File: src/rtl/order_book_depth_imbalance_core_macros.svh
// Assertion macros for the depth imbalance core
`ifndef ORDER_BOOK_DEPTH_IMBALANCE_CORE_MACROS_SVH
`define ORDER_BOOK_DEPTH_IMBALANCE_CORE_MACROS_SVH

// same-cycle implication
`define OBDI_AST_NOW(lbl, ante, cons) \
    lbl: assert property (@(posedge clk) disable iff (!rst_n) (ante) |-> (cons)) \
        else $error("obdi assertion failed");

// next-cycle implication
`define OBDI_AST_NXT(lbl, ante, cons) \
    lbl: assert property (@(posedge clk) disable iff (!rst_n) (ante) |=> (cons)) \
        else $error("obdi assertion failed");

`endif

File: src/rtl/obdi_pkg.sv
// Shared types and constants for the depth imbalance core
`default_nettype none
package obdi_pkg;

    localparam int PW  = 32;          // price / volume width
    localparam int DW  = 36;          // depth width
    localparam int MW  = 33;          // mid x2 and spread width
    localparam int D2W = 34;          // doubled distance width
    localparam int NW  = 81;          // weight numerator / quotient width
    localparam int WW  = 86;          // weight accumulator width
    localparam int QW  = 16;          // Q1.15 result width
    localparam int IMB_STEPS = 15;

    localparam logic [1:0] REG_TICK         = 2'd0;
    localparam logic [1:0] REG_DEPTH_LEVELS = 2'd1;

    typedef struct packed {
        logic load_item;
        logic mid_upd;
        logic rd;
        logic to_ask;
        logic mul;
        logic div_init;
        logic div_step;
        logic acc;
        logic skip;
        logic imb_init;
        logic imb_step;
        logic imb_sel;
        logic save_v;
        logic save_w;
        logic publish;
    } obdi_cmd_t;

    typedef struct packed {
        logic cur_valid;
        logic on_ask;
        logic w_pos;
        logic div_last;
        logic imb_done;
        logic out_free;
    } obdi_sts_t;

    typedef enum logic [11:0] {
        ST_LOAD = 12'b0000_0000_0001,
        ST_MID  = 12'b0000_0000_0010,
        ST_SEL  = 12'b0000_0000_0100,
        ST_MUL  = 12'b0000_0000_1000,
        ST_CHK  = 12'b0000_0001_0000,
        ST_DIV  = 12'b0000_0010_0000,
        ST_ACC  = 12'b0000_0100_0000,
        ST_VI   = 12'b0000_1000_0000,
        ST_VS   = 12'b0001_0000_0000,
        ST_WI   = 12'b0010_0000_0000,
        ST_WS   = 12'b0100_0000_0000,
        ST_FIN  = 12'b1000_0000_0000
    } obdi_state_t;

endpackage
`default_nettype wire

File: src/rtl/obdi_ctrl.sv
// Sequencer for snapshot loading and the end-of-snapshot arithmetic
`default_nettype none
module obdi_ctrl
    import obdi_pkg::*;
(
    input  wire logic      clk,
    input  wire logic      rst_n,
    input  wire logic      in_valid,
    input  wire logic      in_last,
    input  wire obdi_sts_t sts,
    output logic           in_stall,
    output obdi_cmd_t      cmd
);

    obdi_state_t state_reg, state_next;

    always_ff @(posedge clk or negedge rst_n)
    begin
        if (!rst_n)
        begin
            state_reg <= ST_LOAD;
        end
        else
        begin
            state_reg <= state_next;
        end
    end

    assign in_stall = (state_reg != ST_LOAD);

    always_comb
    begin
        cmd        = '0;
        state_next = state_reg;
        unique case (state_reg)
            ST_LOAD:
            begin
                cmd.load_item = in_valid;
                if (in_valid && in_last)
                begin
                    state_next = ST_MID;
                end
            end
            ST_MID:
            begin
                cmd.mid_upd = 1'b1;
                state_next  = ST_SEL;
            end
            ST_SEL:
            begin
                if (sts.cur_valid)
                begin
                    cmd.rd     = 1'b1;
                    state_next = ST_MUL;
                end
                else if (!sts.on_ask)
                begin
                    cmd.to_ask = 1'b1;
                end
                else
                begin
                    state_next = ST_VI;
                end
            end
            ST_MUL:
            begin
                cmd.mul    = 1'b1;
                state_next = ST_CHK;
            end
            ST_CHK:
            begin
                if (sts.w_pos)
                begin
                    cmd.div_init = 1'b1;
                    state_next   = ST_DIV;
                end
                else
                begin
                    cmd.skip   = 1'b1;
                    state_next = ST_SEL;
                end
            end
            ST_DIV:
            begin
                cmd.div_step = 1'b1;
                if (sts.div_last)
                begin
                    state_next = ST_ACC;
                end
            end
            ST_ACC:
            begin
                cmd.acc    = 1'b1;
                state_next = ST_SEL;
            end
            ST_VI:
            begin
                cmd.imb_init = 1'b1;
                state_next   = ST_VS;
            end
            ST_VS:
            begin
                if (sts.imb_done)
                begin
                    cmd.save_v = 1'b1;
                    state_next = ST_WI;
                end
                else
                begin
                    cmd.imb_step = 1'b1;
                end
            end
            ST_WI:
            begin
                cmd.imb_init = 1'b1;
                cmd.imb_sel  = 1'b1;
                state_next   = ST_WS;
            end
            ST_WS:
            begin
                if (sts.imb_done)
                begin
                    cmd.save_w = 1'b1;
                    state_next = ST_FIN;
                end
                else
                begin
                    cmd.imb_step = 1'b1;
                end
            end
            ST_FIN:
            begin
                if (sts.out_free)
                begin
                    cmd.publish = 1'b1;
                    state_next  = ST_LOAD;
                end
            end
            default:
            begin
                state_next = ST_LOAD;
            end
        endcase
    end

endmodule
`default_nettype wire

File: config.mk
export PLATFORM = sky130hd
export DESIGN_NAME = obdi_ctrl
export DESIGN_NICKNAME = d
export VERILOG_FILES = /design/src/rtl/order_book_depth_imbalance_core_macros.svh /design/src/rtl/obdi_pkg.sv /design/src/rtl/obdi_ctrl.sv
export SDC_FILE = /design/constraint.sdc
export NUM_CORES = 1
export LEC_CHECK = 0
export ABC_CLOCK_PERIOD_IN_PS = 2800
export BUFFER_PORTS_ARGS = -buffer_cell sky130_fd_sc_hd__buf_2
export CAP_MARGIN = 5
export CORE_MARGIN = 4
export CORE_UTILIZATION = 40
export CTS_CLUSTER_SIZE = 25
export DETAILED_ROUTE_END_ITERATION = 8
export SLEW_MARGIN = 15
export SYNTH_ARGS = -nofsm -noshare
export SYNTH_HDL_FRONTEND = slang
export SYNTH_SLANG_ARGS = --single-unit
File: constraint.sdc
create_clock -name clk -period 2.8 [get_ports clk]
set_input_delay 0.28 -clock clk [delete_from_list [all_inputs] [get_ports clk]]
set_output_delay 0.28 -clock clk [all_outputs]
set_load 0.05 [all_outputs]
==> results of run 1 <==
[routing by layer]
metal	part of all wire (%)	vias to the layer above	routed length (um)
met5	0	-	0
met4	0.76	0	18
met3	5.7	2	136
met2	46	26	1100
met1	47	426	1110
li1	-	451	-
[worst max-delay path, cell delays in order (launching register included)]
cell and delay (ns):
dfrtp_2 0.46, or4_4 0.54, or3b_4 0.42, or4_4 0.45, inv_1 0.09, buf_6 0.15
[cell families after synthesis]
group	synth area share [%]
AO/OA/AOI/OAI	9.21
flip-flops	34.7
XOR/XNOR	4.03
buffers and inverters	7.48
AND/OR/NAND/NOR	44.6
[cell usage after synthesis (all sizes together)]
| cell | count | share of area (%) |
|---|---|---|
| xor2 | 1 | 1.0 |
| dfstp | 1 | 3.0 |
| o21bai | 1 | 0.86 |
| or4 | 2 | 2.6 |
| a211oi | 1 | 0.86 |
| nand2b | 1 | 0.72 |
| inv | 10 | 4.3 |
| nor4 | 12 | 8.6 |
| nor2 | 11 | 4.7 |
| nand2 | 7 | 3.0 |
| or3b | 3 | 3.3 |
| clkbuf | 4 | 1.9 |
| buf | 1 | 1.3 |
| and4b | 1 | 1.2 |
| and3 | 1 | 0.72 |
| o2111ai | 3 | 3.7 |
| and4 | 1 | 1.0 |
| nor2b | 3 | 2.2 |
| a21oi | 3 | 1.7 |
| dfrtp | 11 | 32 |
| nand4b | 1 | 1.0 |
| or3 | 3 | 2.3 |
| nand3 | 5 | 2.9 |
| o41ai | 2 | 2.0 |
| nand4 | 2 | 1.4 |
| nor3b | 1 | 0.86 |
| or2b | 1 | 0.86 |
| nor3 | 9 | 6.5 |
| or2 | 1 | 0.72 |
| xnor2 | 3 | 3.0 |
[power by group through the flow]
stage | combinational, mW | sequential [mW] | clock, mW
4_1_cts | 0.390 | 0.235 | 0.147
3_3_place_gp | 0.382 | 0.239 | 0
6_report | 0.398 | 0.235 | 0.145
3_5_place_dp | 0.387 | 0.238 | 0
2_1_floorplan | 0.299 | 0.220 | 0
5_1_grt | 0.434 | 0.238 | 0.162
[final cells by class]
type / count / area, um2 / share of cell area (%)
Clock buffer: 4 / 36.3 / 3.29
Multi-Input combinational cell: 79 / 522 / 47.3
Sequential cell: 12 / 303 / 27.4
Inverter: 10 / 37.5 / 3.40
Timing Repair Buffer: 30 / 171 / 15.5
Tap cell: 27 / 33.8 / 3.06
[worst max path at each step]
stage,from,to,slack (ns),cells past startpoint
2_1_floorplan,state_reg[1],cmd[0],-0.26,3
3_3_place_gp,state_reg[9],cmd[11],0.35,5
3_5_place_dp,state_reg[9],cmd[11],0.32,5
4_1_cts,state_reg[9],cmd[11],0.0001,5
5_1_grt,state_reg[9],cmd[11],0.02,5
6_report,state_reg[9],cmd[11],0.12,5
[per-stage QoR]
step	cells	setup TNS (ns)	hold WS (ns)	setup WS [ns]	area, um2
after CTS	162	0	0.181	0.000125	1090
after floorplan	106	-0.777	-0.0156	-0.259	883
after detailed placement	157	0	0.181	0.322	1040
final	162	0	0.188	0.123	1100
after global placement	157	0	0.178	0.345	1040
after global routing	162	0	0.182	0.0223	1100
[timing repair]
action | 4_1_cts | 5_1_grt
hold buffers | 1 | 0
hold endpoints to repair | 11 | 0
resized for setup | 0 | 5
setup endpoints to repair | 0 | 3
==> flow_metrics.env, run 1 <==
export IMPL_worstHoldPathCells=2
export IMPL_path_class="reg -> out"
export IMPL_synth_seq_area_share_pct=34.7
export IMPL_synth_seq_cells=12
export IMPL_gr_usage_met3_pct=4.90
export IMPL_nets=146
export IMPL_synth_cell_area_um2=870
export IMPL_start_util_pct=43.0
export IMPL_p_sw_mw=0.367
export IMPL_hold_path_class="in -> reg"
export IMPL_gr_total_overflow=0
export IMPL_reg2reg_setup_slack_ns=0.62
export IMPL_drv_cap=0
export IMPL_ios=26
export IMPL_largest_reg_flops=12
export IMPL_first_global_vias=814
export IMPL_clk_latency_ns=0.29
export IMPL_status="completed"
export IMPL_required_ns=2.52
export IMPL_hold_viol=0
export IMPL_switching_share_pct=47.1
export IMPL_ant_nets=0
export IMPL_max_freq_mhz=374
export IMPL_gp_congestion=0.913
export IMPL_r2r_end="state_reg[7]"
export IMPL_power_frac_seq_pct=30.2
export IMPL_fillers=201
export IMPL_drt_iter0_drc=20
export IMPL_use_met1_pct=24.3
export IMPL_post_dp_hpwl_um=1760
export IMPL_reg2reg_depth=5
export IMPL_synthCells=106
export IMPL_irDropWorstVdd_mv=0.365
export IMPL_wl_um=2370
export IMPL_port_buffers=25
export IMPL_p_int_mw=0.412
export IMPL_clk_path_buf_depth=2
export IMPL_track_usage_pct=17.6
export IMPL_fp_row_count=16
export IMPL_clock_sinks=12
export IMPL_wire_per_inst_um=14.6
export IMPL_rsz0062_at_grt="false"
export IMPL_drcViolationCount=0
export IMPL_worst_path_max_fanout=7
export IMPL_syn_area_per_cell_um2=8.20
export IMPL_min_to="state_reg[7]"
export IMPL_synth_warnings=0
export IMPL_viasPerCell=5.59
export IMPL_holdCritStartpoint="sts[5]"
export IMPL_mostFrequentLayoutCells="buf_2, nor4_1, nor2_1, inv_1, dfrtp_1"
export IMPL_grt_pass1_wl_um=3710
export IMPL_crit_path_start_kind="register"
export IMPL_worstMarginPinSlew_ns=0.355
export IMPL_finalSetupViolCount=0
export IMPL_die_y_um=54.6
export IMPL_pwr_share_comb_pct=51.1
export IMPL_path_clk_slew_ns=0.09
export IMPL_clockRootBuffer="clkbuf_4"
export IMPL_drive_gt1_share_pct=34.8
export IMPL_clock_skew_ns=0.0143
export IMPL_max_slew_margin_rel_pct=76.0
export IMPL_reg2reg_from="state_reg[9]"
export IMPL_cts_buffers=3
export IMPL_layout_min_cycle_time_ns=2.68
export IMPL_grt_use_met2_pct=26.6
export IMPL_clkPwrFrac_pct=18.6
export IMPL_crit_arrival_ns=2.40
export IMPL_fin_crit_sh_pct=95.6
export IMPL_num_vias=905
export IMPL_antenna_cells=0
export IMPL_antenna_found_initial=0
export IMPL_utilization_pct=54.6
export IMPL_cts_tree="yes"
export IMPL_die_w_um=54.6
export IMPL_htreeDepth=1
export IMPL_syn_num_nets=116
export IMPL_grt_max_degree=13
export IMPL_fin_total_pwr_mw=0.778
export IMPL_core_area_mm2=0.00202
export IMPL_grt_busiest_layer="met2"
export IMPL_synth_cell_types=35
export IMPL_power_density_mw_per_mm2=705
export IMPL_drv_slew=0
export IMPL_die_area_mm2=0.00298
export IMPL_syn2layout_area_growth_pct=26.9
export IMPL_leakagePower_nw=0.550
export IMPL_first_pass_iters=4
export IMPL_final_common_cell="buf_2"
export IMPL_end_kind="output pin"
export IMPL_post_cts_buffers=0
No activity file was read; power rests on OpenSTA's default activity.
==> inputs of run 2 (changes only) <==
--- a/config.mk
+++ b/config.mk
@@ -8,10 +8,12 @@
 export ABC_CLOCK_PERIOD_IN_PS = 2800
 export BUFFER_PORTS_ARGS = -buffer_cell sky130_fd_sc_hd__buf_2
 export CAP_MARGIN = 5
-export CORE_MARGIN = 4
-export CORE_UTILIZATION = 40
+export CELL_PAD_IN_SITES_DETAIL_PLACEMENT = 1
+export CELL_PAD_IN_SITES_GLOBAL_PLACEMENT = 1
+export CORE_UTILIZATION = 36
 export CTS_CLUSTER_SIZE = 25
 export DETAILED_ROUTE_END_ITERATION = 8
+export PLACE_DENSITY_LB_ADDON = 0.1
 export SLEW_MARGIN = 15
 export SYNTH_ARGS = -nofsm -noshare
 export SYNTH_HDL_FRONTEND = slang
==> run 2 against run 1 <==
Effect of this change: clock skew fell by 0.010 ns; sequential share of layout area fell by 0.37 points; via count rose by 2.3%; die area fell by 12%; sequential power barely moved; largest power group unchanged; non-clock buffer count rose by 3; largest cell class unchanged; highest routed layer unchanged.
==> flow_metrics.env, run 2 (same netlist as run 1, synthesis figures left out) <==
export IMPL_start_util_pct=38.6
export IMPL_clock_skew_ns=0.00426
export IMPL_port_buffers=25
export IMPL_p_int_mw=0.416
export IMPL_antenna_cells=0
export IMPL_syn2layout_area_growth_pct=28.6
export IMPL_largest_reg_flops=12
export IMPL_power_frac_seq_pct=30.2
export IMPL_clk_path_buf_depth=2
export IMPL_p_sw_mw=0.369
export IMPL_path_clk_slew_ns=0.08
export IMPL_end_kind="output pin"
export IMPL_max_freq_mhz=371
export IMPL_num_vias=926
export IMPL_rsz0062_at_grt="false"
export IMPL_worstSetupStartpoint="state_reg[9]"
export IMPL_drcViolationCount=0
export IMPL_antenna_found_initial=0
export IMPL_holdCritStartpoint="sts[5]"
export IMPL_grt_pass1_wl_um=4360
export IMPL_irDropWorstVdd_mv=0.608
export IMPL_holdWs_ns=0.179
export IMPL_core_area_mm2=0.00225
export IMPL_leakagePower_nw=0.562
export IMPL_first_pass_iters=4
export IMPL_reg2reg_from="state_reg[9]"
export IMPL_cts_tree="yes"
export IMPL_layout_min_cycle_time_ns=2.70
export IMPL_wl_um=2600
export IMPL_mostFrequentLayoutCells="buf_2, nor4_1, nor2_1, inv_1, dfrtp_1"
export IMPL_wire_per_inst_um=15.7
export IMPL_die_area_mm2=0.00262
export IMPL_required_ns=2.52
export IMPL_fp_row_count=17
export IMPL_drive_gt1_share_pct=35.5
export IMPL_placed_area_mm2=0.00105
export IMPL_clk_latency_ns=0.28
export IMPL_ant_nets=0
export IMPL_dp_slack_ns=0.329
export IMPL_grt_max_degree=13
export IMPL_die_w_um=51.1
export IMPL_ios=26
export IMPL_drv_slew=0
export IMPL_post_dp_hpwl_um=2000
export IMPL_drv_cap=0
export IMPL_final_common_cell="buf_2"
export IMPL_cts_buffers=3
export IMPL_track_usage_pct=22.7
export IMPL_viasPerCell=5.58
export IMPL_hold_viol=0
export IMPL_path_class="reg -> out"
export IMPL_switching_share_pct=47.0
export IMPL_status="completed"
export IMPL_max_slew_margin_rel_pct=76.2
export IMPL_fin_crit_sh_pct=96.4
export IMPL_nets=149
export IMPL_finalSetupViolCount=0
export IMPL_layout_setup_ws_ns=0.102
export IMPL_htreeDepth=1
export IMPL_final_area_mm2=0.00112
export IMPL_worstMarginPinSlew_ns=0.352
export IMPL_crit_arrival_ns=2.42
export IMPL_first_global_vias=908
export IMPL_clockRootBuffer="clkbuf_4"
export IMPL_worst_path_max_fanout=5
export IMPL_clkPwrFrac_pct=18.5
export IMPL_drt_iter0_drc=2
export IMPL_gp_congestion=0.914
export IMPL_crit_path_start_kind="register"
export IMPL_hold_path_class="in -> reg"
export IMPL_pwr_share_comb_pct=51.3
export IMPL_gr_total_overflow=0
export IMPL_clock_sinks=12
export IMPL_die_y_um=51.1
export IMPL_power_density_mw_per_mm2=702
-- run 2: cell types whose count changed in the layout (fill, tap and decap cells not counted) --
cell,change
buf_4,+4
buf_6,-1
nand3_1,+1
nand3_2,-1
-- run 2: path summary, 6_finish.rpt --
path	cells past startpoint	to	slack, ns
min	2	state_reg[7]	0.18
max reg2reg	5	state_reg[7]	0.62
min in group asynchronous	2	state_reg[1]	0.41
min reg2reg	2	state_reg[10]	0.61
max	5	cmd[11]	0.10
max in group asynchronous	2	state_reg[0]	2.10
-- run 2: what timing repair did --
action | in CTS | in global routing
buffers inserted | 0 | 2
gates resized for setup | 0 | 3
endpoints found under the setup margin | 0 | 1
hold buffers | 1 | 0
hold endpoints to repair | 11 | 0
-- run 2: critical path, cell delays in order (launching register included) --
cell     delay, ns
dfrtp_2       0.44
or4_4         0.58
or3b_4        0.42
or4_4         0.44
inv_1         0.07
buf_4         0.19
-- run 2: power groups by stage --
stage          logic (mW)  registers [mW]  clock network [mW]
5_1_grt             0.441           0.240               0.158
3_5_place_dp        0.399           0.238                   0
2_1_floorplan       0.299           0.220                   0
3_3_place_gp        0.393           0.239                   0
4_1_cts             0.404           0.237               0.147
6_report            0.402           0.237               0.145
-- run 2: cell type report --
cell class,count,area [um2]
timing repair buffer,33,190
inverter,10,37.5
tap,28,35.0
sequential,12,303
clock buffer,4,36.3
fill,301,1140
multi-input combinational,79,517
-- run 2: metrics by stage --
step	utilization [%]	total power, mW	cells	setup TNS, ns
after floorplan	-	0.519	106	-0.777
after CTS	48.8	0.789	164	0
after global placement	46.7	0.632	159	0
after detailed placement	46.7	0.637	159	0
final	49.6	0.785	166	0
after global routing	49.6	0.840	166	0
-- run 2: metal layers --
| layer | global-route usage [%] | wire [um] | vias up |
|---|---|---|---|
| li1 | - | - | 455 |
| met1 | 31.7 | 1290 | 448 |
| met2 | 34.9 | 1210 | 20 |
| met3 | 3.57 | 80 | 3 |
| met4 | 8.80 | 21 | 0 |
| met5 | 0 | 0 | - |
==> inputs of run 3 (changes only) <==
--- a/config.mk
+++ b/config.mk
@@ -5,14 +5,16 @@
 export SDC_FILE = /design/constraint.sdc
 export NUM_CORES = 1
 export LEC_CHECK = 0
+export ABC_AREA = 1
 export ABC_CLOCK_PERIOD_IN_PS = 2800
 export BUFFER_PORTS_ARGS = -buffer_cell sky130_fd_sc_hd__buf_2
 export CAP_MARGIN = 5
 export CELL_PAD_IN_SITES_DETAIL_PLACEMENT = 1
 export CELL_PAD_IN_SITES_GLOBAL_PLACEMENT = 1
-export CORE_UTILIZATION = 36
+export CORE_UTILIZATION = 30
 export CTS_CLUSTER_SIZE = 25
 export DETAILED_ROUTE_END_ITERATION = 8
+export GPL_ROUTABILITY_DRIVEN = 0
 export PLACE_DENSITY_LB_ADDON = 0.1
 export SLEW_MARGIN = 15
 export SYNTH_ARGS = -nofsm -noshare
==> run 3 against run 2 <==
Effect of this change: worst hold slack better by 0.083 ns; sequential cell count unchanged; critical path depth up 1; wire length decreased by 4.7%.
==> flow_metrics.env, run 3 <==
export IMPL_status="completed"
export IMPL_worst_path_max_fanout=6
export IMPL_synth_cell_types=19
export IMPL_synth_edf_count=0
export IMPL_drive_gt1_share_pct=32.7
export IMPL_wire_per_inst_um=11.9
export IMPL_antenna_cells=0
export IMPL_leakagePower_nw=0.682
export IMPL_wl_um=2480
export IMPL_post_dp_hpwl_um=2180
export IMPL_synth_top_area_share_pct=29.1
export IMPL_r2r_end="state_reg[0]"
export IMPL_reg2reg_setup_slack_ns=1.35
export IMPL_tns_ns=0
export IMPL_start_util_pct=31.3
export IMPL_rsz0062_at_grt="false"
export IMPL_grt_pass1_wl_um=4110
export IMPL_synth_top_cell_by_area="dfrtp_1"
export IMPL_ys_top_cells_by_area="dfrtp_1, nand2_1, inv_1, nor2_1, nor2_4"
export IMPL_mostFrequentLayoutCells="nand2_1, buf_2, inv_1, nor2_1, dfrtp_1"
export IMPL_drt_iter0_drc=14
export IMPL_end_kind="output pin"
export IMPL_cts_resized=0
export IMPL_min_to="state_reg[10]"
export IMPL_worstMarginPinSlew_ns=0.288
export IMPL_drcViolationCount=0
export IMPL_synth_seq_cells=12
export IMPL_synth_warnings=0
export IMPL_clock_sinks=12
export IMPL_grt_max_degree=13
export IMPL_die_y_um=58.2
export IMPL_clock_skew_ns=0.0120
export IMPL_ios=26
export IMPL_final_common_cell="nand2_1"
export IMPL_reg2reg_depth=10
export IMPL_num_vias=911
export IMPL_hold_path_class="in -> reg"
export IMPL_syn_area_per_cell_um2=7.02
export IMPL_max_freq_mhz=519
export IMPL_crit_arrival_ns=1.65
export IMPL_drv_slew=0
export IMPL_nets=176
export IMPL_largest_reg_flops=12
export IMPL_synth_cell_area_um2=947
export IMPL_track_usage_pct=16.9
export IMPL_viasPerCell=4.36
export IMPL_crit_path_start_kind="register"
export IMPL_cts_tree="yes"
export IMPL_htreeDepth=1
export IMPL_finalSetupViolCount=0
export IMPL_max_slew_margin_rel_pct=80.6
export IMPL_worstHoldPathCells=2
export IMPL_holdWs_ns=0.262
export IMPL_synth_most_common_cell="nand2_1"
export IMPL_path_class="reg -> out"
export IMPL_fin_crit_sh_pct=68.8
export IMPL_port_buffers=25
export IMPL_holdCritStartpoint="sts[1]"
export IMPL_syn_num_nets=145
export IMPL_hold_viol=0
export IMPL_clk_latency_ns=0.28
export IMPL_path_clk_slew_ns=0.08
export IMPL_power_density_mw_per_mm2=689
export IMPL_die_area_mm2=0.00339
export IMPL_layout_min_cycle_time_ns=1.93
export IMPL_utilization_pct=38.4
export IMPL_synth_seq_area_share_pct=31.8
export IMPL_gr_total_overflow=0
export IMPL_ant_nets=0
export IMPL_irDropWorstVdd_mv=0.412
export IMPL_synthArstFlopShare_pct=100
export IMPL_cts_buffers=3
export IMPL_required_ns=2.52
export IMPL_first_global_vias=919
export IMPL_antenna_found_initial=0
export IMPL_die_w_um=58.2
export IMPL_fp_row_count=20
export IMPL_reg2reg_from="state_reg[8]"
export IMPL_clk_path_buf_depth=2
export IMPL_synth_common_cells="nand2_1, inv_1, nor2_1, dfrtp_1, nor2_4"
export IMPL_drv_cap=0
export IMPL_core_area_mm2=0.00303
export IMPL_final_cells=209
export IMPL_fillers=407
export IMPL_first_pass_iters=4
export IMPL_clockRootBuffer="clkbuf_4"
export IMPL_dp_cells=204
export IMPL_synthCells=135
export IMPL_syn2layout_area_growth_pct=22.9
export IMPL_ys_flop_type="dfrtp_1"
==> run 3: changes by cell type after synthesis, moves of 4 or more <==
cell,delta
inv_1,+14
nand2_1,+28
nand2_4,+4
nor2_1,+11
nor2_2,+5
nor2_4,+7
nor3_1,-4
nor4_1,-10
o21ai_0,+6
==> run 3: what timing repair did <==
item,in CTS,in global routing
setup buffers,0,0
hold buffers,1,0
hold endpoints to repair,11,0
==> run 3: worst max path at each step <==
stage / from / to / cells past startpoint
after floorplan: state_reg[8] / cmd[10] / 3
after global placement: state_reg[8] / cmd[6] / 6
after detailed placement: state_reg[8] / cmd[9] / 6
after CTS: state_reg[8] / cmd[9] / 6
after global routing: state_reg[11] / cmd[9] / 6
final: state_reg[8] / cmd[6] / 6
==> run 3: kinds of logic after synthesis <==
kind of cell | Yosys count | share of synthesized area, %
AND/OR/NAND/NOR | 90 | 53.8
AO/OA/AOI/OAI | 7 | 4.10
buffers and inverters | 26 | 10.3
flip-flops | 12 | 31.8
==> run 3: final cells by class <==
class	count	area [um2]	share of cell area, %
Tap cell	44	55.1	4.73
Multi-Input combinational cell	97	548	47.1
Sequential cell	12	302	25.9
Timing Repair Buffer	26	135	11.6
Inverter	26	97.6	8.39
Clock buffer	4	26.3	2.26
==> run 3: critical path: stages (launching register included) <==
cell and delay [ns]:
dfrtp_1 0.43, nor2_4 0.15, nand2_4 0.10, nor2_4 0.17
nand2_1 0.10, nor2_1 0.13, buf_2 0.28
==> run 3: metal layers <==
metal	share of wire [%]	GRT usage (%)
met5	0	0
met4	1.9	8.16
met2	51	29.1
met3	2.9	2.68
met1	44	20.3
==> run 3: per-stage QoR <==
step,setup slack (ns),total power [mW],cell area (um2)
floorplan,0.376,0.594,947
detailed placement,1.16,0.693,1130
CTS,0.837,0.813,1160
global route,0.737,0.862,1160
global placement,1.21,0.684,1130
finish,0.874,0.801,1160
==> run 3: power breakdown <==
group	switching [mW]	internal [mW]	total, mW
clock network	0.0602	0.0552	0.115
registers	0.0241	0.202	0.226
logic	0.319	0.141	0.460
total	0.404	0.398	0.801
